==> src/hw/rtl/sha1mh_pkg.sv <==
// sha1mh_pkg: shared types, constants and round functions for the sha-1 message hasher
// no dependencies

package sha1mh_pkg;

	typedef logic [31:0] word_t;

	localparam int unsigned CHAIN_WORDS = 5;
	localparam int unsigned ROUNDS      = 80;

	localparam word_t H_INIT [CHAIN_WORDS] = '{
		32'h67452301, 32'hefcdab89, 32'h98badcfe, 32'h10325476, 32'hc3d2e1f0
	};

	localparam word_t K_00_19 = 32'h5A827999;
	localparam word_t K_20_39 = 32'h6ED9EBA1;
	localparam word_t K_40_59 = 32'h8F1BBCDC;
	localparam word_t K_60_79 = 32'hCA62C1D6;

	localparam logic [7:0] PAD_BYTE   = 8'h80;
	localparam logic [5:0] LEN_POS    = 6'd56;
	localparam logic [5:0] BLOCK_LAST = 6'd63;
	localparam logic [2:0] LAST_INDEX = 3'd4;

	function automatic word_t round_f(input logic [6:0] r, input word_t b, input word_t c,
		input word_t d);
		word_t res;
		if (r < 7'd20) begin
			res = (b & c) | (~b & d);
		end else if (r < 7'd40) begin
			res = b ^ c ^ d;
		end else if (r < 7'd60) begin
			res = (b & c) | (b & d) | (c & d);
		end else begin
			res = b ^ c ^ d;
		end
		return res;
	endfunction

	function automatic word_t round_k(input logic [6:0] r);
		word_t res;
		if (r < 7'd20) begin
			res = K_00_19;
		end else if (r < 7'd40) begin
			res = K_20_39;
		end else if (r < 7'd60) begin
			res = K_40_59;
		end else begin
			res = K_60_79;
		end
		return res;
	endfunction

endpackage

==> src/hw/rtl/sha1_message_hasher_unit.sv <==
// sha1_message_hasher_unit: byte-wide sha-1 hasher, top level
// depends on sha1mh_pkg

// Message bytes enter one per input transaction and are packed big-endian into a
// 16-word block memory with a registered read. The transaction that fills a
// 64-byte block is followed by the compression: a load step that fetches word 0
// and loads the working variables, 80 rounds at one per cycle (rounds 0-15 read
// the block memory one word ahead, later rounds take the schedule from a 16-word
// window), and a chaining add. A transaction with message_end then writes the
// padding and the 64-bit bit count at one byte per cycle, with a compression for
// each block it fills, and offers the five digest words H0..H4 as five output
// transactions, the fifth marked by last_word. Input is not taken until the last
// digest word has been accepted; the hasher is then ready for a new message.

module sha1_message_hasher_unit import sha1mh_pkg::*; (
	input  logic        clk,
	input  logic        arst_n,
	input  logic        in_valid,
	output logic        in_ready,
	input  logic [7:0]  data_byte,
	input  logic        byte_valid,
	input  logic        message_end,
	output logic        out_valid,
	input  logic        out_ready,
	output logic [31:0] digest_word,
	output logic [2:0]  word_index,
	output logic        last_word
);

	typedef enum logic [2:0] {
		ST_IDLE,
		ST_PAD,
		ST_CLOAD,
		ST_ROUND,
		ST_CADD,
		ST_OUT
	} state_t;

	typedef enum logic [1:0] {
		PH_80,
		PH_ZERO,
		PH_LEN
	} pad_t;

	state_t      st_q;
	state_t      ret_q;
	pad_t        pad_q;
	logic [5:0]  pos_q;
	logic [63:0] bits_q;
	logic [63:0] len_q;
	logic [6:0]  round_q;
	logic [2:0]  idx_q;
	word_t       chain_q [CHAIN_WORDS];

	word_t       blk_mem [16];
	word_t       rdata_q;
	word_t       acc_q;
	word_t       win_q [16];
	word_t       a_q, b_q, c_q, d_q, e_q;

	logic        in_acc;
	logic        push_en;
	logic [7:0]  push_byte;
	word_t       acc_next;
	logic        mem_we;
	logic [3:0]  raddr;
	word_t       sched;
	word_t       w_cur;
	word_t       tmp;

	assign in_ready    = (st_q == ST_IDLE);
	assign in_acc      = in_valid && in_ready;
	assign out_valid   = (st_q == ST_OUT);
	assign digest_word = chain_q[idx_q];
	assign word_index  = idx_q;
	assign last_word   = (idx_q == LAST_INDEX);

	// byte packing path, shared by message bytes and padding
	always_comb begin
		push_en   = 1'b0;
		push_byte = '0;
		if (in_acc && byte_valid) begin
			push_en   = 1'b1;
			push_byte = data_byte;
		end else if (st_q == ST_PAD) begin
			push_en = 1'b1;
			case (pad_q)
				PH_80:   push_byte = PAD_BYTE;
				PH_LEN:  push_byte = len_q[63:56];
				default: push_byte = '0;
			endcase
		end
	end

	assign acc_next = {acc_q[23:0], push_byte};
	assign mem_we   = push_en && (pos_q[1:0] == 2'b11);
	assign raddr    = (st_q == ST_ROUND) ? round_q[3:0] + 4'd1 : 4'd0;

	// round datapath
	assign sched = win_q[13] ^ win_q[8] ^ win_q[2] ^ win_q[0];
	assign w_cur = (round_q < 7'd16) ? rdata_q : {sched[30:0], sched[31]};
	assign tmp   = {a_q[26:0], a_q[31:27]} + round_f(round_q, b_q, c_q, d_q) + e_q
		+ round_k(round_q) + w_cur;

	always_ff @(posedge clk or negedge arst_n) begin
		if (!arst_n) begin
			st_q    <= ST_IDLE;
			ret_q   <= ST_IDLE;
			pad_q   <= PH_80;
			pos_q   <= '0;
			bits_q  <= '0;
			len_q   <= '0;
			round_q <= '0;
			idx_q   <= '0;
			for (int i = 0; i < CHAIN_WORDS; i++) begin
				chain_q[i] <= H_INIT[i];
			end
		end else begin
			unique case (st_q)
				ST_IDLE: begin
					if (in_acc) begin
						if (byte_valid) begin
							pos_q  <= pos_q + 6'd1;
							bits_q <= bits_q + 64'd8;
						end
						if (message_end) begin
							len_q <= bits_q + (byte_valid ? 64'd8 : 64'd0);
							pad_q <= PH_80;
						end
						if (byte_valid && pos_q == BLOCK_LAST) begin
							st_q  <= ST_CLOAD;
							ret_q <= message_end ? ST_PAD : ST_IDLE;
						end else if (message_end) begin
							st_q <= ST_PAD;
						end
					end
				end
				ST_PAD: begin
					pos_q <= pos_q + 6'd1;
					case (pad_q)
						PH_80:   pad_q <= (pos_q == LEN_POS - 6'd1) ? PH_LEN : PH_ZERO;
						PH_ZERO: if (pos_q == LEN_POS - 6'd1) pad_q <= PH_LEN;
						default: len_q <= {len_q[55:0], 8'h00};
					endcase
					if (pos_q == BLOCK_LAST) begin
						st_q  <= ST_CLOAD;
						ret_q <= (pad_q == PH_LEN) ? ST_OUT : ST_PAD;
					end
				end
				ST_CLOAD: begin
					round_q <= '0;
					st_q    <= ST_ROUND;
				end
				ST_ROUND: begin
					round_q <= round_q + 7'd1;
					if (round_q == 7'(ROUNDS - 1)) begin
						st_q <= ST_CADD;
					end
				end
				ST_CADD: begin
					chain_q[0] <= chain_q[0] + a_q;
					chain_q[1] <= chain_q[1] + b_q;
					chain_q[2] <= chain_q[2] + c_q;
					chain_q[3] <= chain_q[3] + d_q;
					chain_q[4] <= chain_q[4] + e_q;
					idx_q      <= '0;
					st_q       <= ret_q;
				end
				ST_OUT: begin
					if (out_ready) begin
						if (idx_q == LAST_INDEX) begin
							for (int i = 0; i < CHAIN_WORDS; i++) begin
								chain_q[i] <= H_INIT[i];
							end
							pos_q  <= '0;
							bits_q <= '0;
							idx_q  <= '0;
							st_q   <= ST_IDLE;
						end else begin
							idx_q <= idx_q + 3'd1;
						end
					end
				end
				default: st_q <= ST_IDLE;
			endcase
		end
	end

	// block memory, packing word and round registers
	always_ff @(posedge clk) begin
		if (mem_we) begin
			blk_mem[pos_q[5:2]] <= acc_next;
		end
		rdata_q <= blk_mem[raddr];
		if (push_en) begin
			acc_q <= acc_next;
		end
		if (st_q == ST_CLOAD) begin
			a_q <= chain_q[0];
			b_q <= chain_q[1];
			c_q <= chain_q[2];
			d_q <= chain_q[3];
			e_q <= chain_q[4];
		end
		if (st_q == ST_ROUND) begin
			a_q <= tmp;
			b_q <= a_q;
			c_q <= {b_q[1:0], b_q[31:2]};
			d_q <= c_q;
			e_q <= d_q;
			for (int i = 0; i < 15; i++) begin
				win_q[i] <= win_q[i + 1];
			end
			win_q[15] <= w_cur;
		end
	end

endmodule

==> config.mk <==
export PLATFORM = sky130hd
export DESIGN_NAME = sha1_message_hasher_unit
export DESIGN_NICKNAME = d
export VERILOG_FILES = /design/src/hw/rtl/sha1mh_pkg.sv /design/src/hw/rtl/sha1_message_hasher_unit.sv
export SDC_FILE = /design/constraint.sdc
export NUM_CORES = 2
export LEC_CHECK = 0
export BUFFER_PORTS_ARGS = -buffer_cell sky130_fd_sc_hd__clkbuf_2
export CAP_MARGIN = 20
export CORE_MARGIN = 2
export CORE_UTILIZATION = 35
export CTS_CLUSTER_DIAMETER = 60
export DETAILED_ROUTE_END_ITERATION = 16
export MAX_ROUTING_LAYER = met4
export SYNTH_ARGS = -nofsm -noshare
export SYNTH_HDL_FRONTEND = slang
export SYNTH_SLANG_ARGS = --single-unit
==> constraint.sdc <==
create_clock -name clk -period 21.1 [get_ports clk]
set_input_delay 2.11 -clock clk [delete_from_list [all_inputs] [get_ports clk]]
set_output_delay 2.11 -clock clk [all_outputs]
set_load 0.02 [all_outputs]
==> flow_summary.ini <==
[outcome]
status = finished, final reports clean

[yosys]
syn_nets = 6403
ys_warn_count = 0
ys_top_cells_by_area = edfxtp_1 (50%), dfrtp_1 (7.8%), nand2_1 (5.3%), fa_1 (3.4%), ha_1 (3.4%)
yosysTopAreaCell = edfxtp_1
ys.flop_type = edfxtp_1
synth-seq-area-share_pct = 61.25
yosys.area_share.xor_xnor_pct = 4.251
syn_area_per_cell_um2 = 12.03
netlist_instances = 6064
ys_types = 87
synth.area.mux_share_pct = 2.503
synth_most_common_cell = edfxtp_1
synth_edf_count = 1208
synth_top_area_share_pct = 49.73
synthArstFlopShare_pct = 19.79
synth_top_family_by_area = simple AND/OR/NAND/NOR gates
synth-simple-area-share_pct = 11.07
synth_seq_cells = 1546
synth_compound_area_share_pct = 11.02
synth_common_cells = edfxtp_1 (1,208), nand2_1 (1,029), inv_1 (324)
synth_fa_ha_area_share_pct = 6.862
synth_area_um2 = 72940

[sta]
slew_viol_final = 0
tightest_slew_ns = 1.140
setup_viol = 0
timing.final.crit_share_pct = 29.62
fin_tns_setup_ns = 0
hold_viol = 0
min_period_ns = 6.250
fin_skew_ns = 0.04610
grt_setup_unrepaired = no
fin_hold_ws_ns = 0.3830
slew_headroom_pct = 24.01
setup_ws_ns = 14.85
max_freq_mhz = 160.0

[die]
fp.coreArea_um2 = 207100
start_util_pct = 35.22
num_rows = 167
die_w_um = 460.5
dieArea_um2 = 212100
die_h_um = 460.5
io_pins = 52

[route]
num_vias = 47570
viasPerCell = 5.276
wirelength_um = 193000
route.antenna.remaining_nets = 0
dr.pass1.iters = 5
dr.first_iter.drc_count = 4866
detail_route.wl_per_cell_um = 21.40
route.detailed.drc = 0

[clock_tree]
cts-root-buf = clkbuf_16
cts_buffer_depth = 3
cts_htree_levels = 4
cts_tree = done
clock-sinks = 1546
cts.clk_slew.worst_paths_ns = 0.06
postCtsSetupBuffers = 0
numCtsBuffers = 161
cts_resized = 0
ctsHoldBuffers = 0
clkLatencyLatePin_ns = 0.81

[finish]
regArea_um2 = 44680
fin_area_um2 = 81890
area_delta_synth_final_pct = 12.27
drive_gt1_share_pct = 8.628
num-nets-final = 6428
fillCellCount = 19410
multi_input_area_um2 = 26270

[placement]
gp_congestion = 0.9513
placed_cell_area_um2 = 76490
post-place-ws_ns = 14.89
portBuffers = 51
hpwlAfterDp_um = 123600

[critical_path]
rrSetupSlack_ns = 14.85
worst-r2r-cell-count = 23
worstSetupStartpointType = flip-flop
crit_type = reg -> reg
r2r-end = a_q[31]
critPathMaxFanout = 20
r2r_start = round_q[5]
crit_required_ns = 21.62
cp.arrival_ns = 6.77
cp-end-kind = flip-flop

[min_path]
hold_depth = 0
hp-start = win_q[1][74]
hp-class = reg -> reg
whs_endpoint = win_q[1][42]

[global_routing]
grt_pass1_wl_um = 291300
grt.total_usage_pct = 18.56
grt_max_degree = 200
antenna_found_initial = 6
first_global_vias = 46100
grt-ovfl-total = 0

[run]
maxCapViolCount = 0
==> area by class of cell <==
cell class / instances / area share (%)
clock inverter: 86 / 1.094
sequential: 1546 / 54.56
timing repair buffer: 121 / 1.062
multi-input combinational: 3933 / 32.08
tap: 2788 / 4.260
inverter: 326 / 1.510
clock buffer: 212 / 5.427
antenna: 4 / 0.01222
==> worst max-delay path by stage <==
stage,depth (start not counted),slack [ns],from,end
floorplan,6,2.95,st_q[2],win_q[0][0]
global placement,21,14.98,round_q[5],a_q[28]
detailed placement,21,14.89,round_q[5],a_q[28]
CTS,21,14.89,round_q[5],a_q[28]
global route,23,14.40,round_q[5],a_q[27]
finish,23,14.85,round_q[5],a_q[31]
==> flip-flops by register name, summed over array words and instances (netlist names) <==
signal      count
pos_q           6
acc_q          24
word_index      3
chain_q       160
rdata_q        32
pad_q           2
e_q            32
bits_q         61
win_q         512
round_q         7
blk_mem       512
ret_q           2
b_q            32
a_q            32
len_q          62
c_q            32
st_q            3
d_q            32
==> cells in the final DEF (no fill, tap or decap), types with 28 or more instances in the layout <==
cell / count
dfstp_2: 80
o21a_1: 51
a31oi_1: 53
o21ai_1: 40
mux4_2: 32
buf_4: 62
nand3_1: 133
nand4_1: 29
and3_1: 35
clkbuf_16: 164
dfrtp_1: 223
inv_1: 324
dfxtp_1: 32
edfxtp_1: 1208
clkbuf_1: 32
nand2_1: 1025
ha_1: 199
clkbuf_2: 50
a211oi_1: 83
nand2b_1: 32
o21ai_0: 311
nor3_1: 54
nor2b_1: 95
clkinv_2: 28
a311oi_1: 98
xnor2_1: 219
a21o_1: 97
mux2i_1: 107
a21oi_1: 314
or3_1: 41
nor2_1: 309
fa_1: 125
xor2_1: 135
==> through the flow <==
step / instances / util (%)
2_1_floorplan: 6064 / -
3_3_place_gp: 8710 / 36.93
3_5_place_dp: 8711 / 36.94
4_1_cts: 9009 / 39.52
5_1_grt: 9016 / 39.55
6_report: 9016 / 39.55
==> per-layer routing <==
metal	part of all wire [%]	GRT usage [%]	up-vias
met5	0	-	-
met3	6.9	3.233	273
li1	-	-	21900
met4	2.3	5.000	0
met1	46	26.27	23880
met2	45	27.47	1519
==> cells by family after synthesis <==
| group | Yosys count |
|---|---|
| adders and majority gates | 325 |
| muxes | 142 |
| and+or+nand+nor | 1857 |
| xor gates and xnor gates | 354 |
| AOI/OAI and AO/OA | 1255 |
| DFF | 1546 |
| buffers and inverters | 585 |
==> critical path: stages (launching register included) <==
cell      delay, ns
dfrtp_1        0.48
a41oi_1        0.73
nand2_1        0.10
buf_4          0.26
inv_1          0.12
nor2_2         0.05
buf_4          0.24
a221oi_1       0.32
fa_1           0.51
fa_1           0.47
inv_1          0.07
ha_1           0.16
inv_1          0.06
fa_1           0.40
nor2b_1        0.12
o21ai_1        0.09
a21oi_1        0.19
o211ai_1       0.14
a31oi_1        0.33
a41oi_1        0.32
o211ai_1       0.27
a31oi_1        0.13
xnor2_1        0.13
mux2_2         0.26
Power is left out: the tool's default activity adds up to more than one toggle a clock period on the data nets, which glitch-free logic cannot reach.
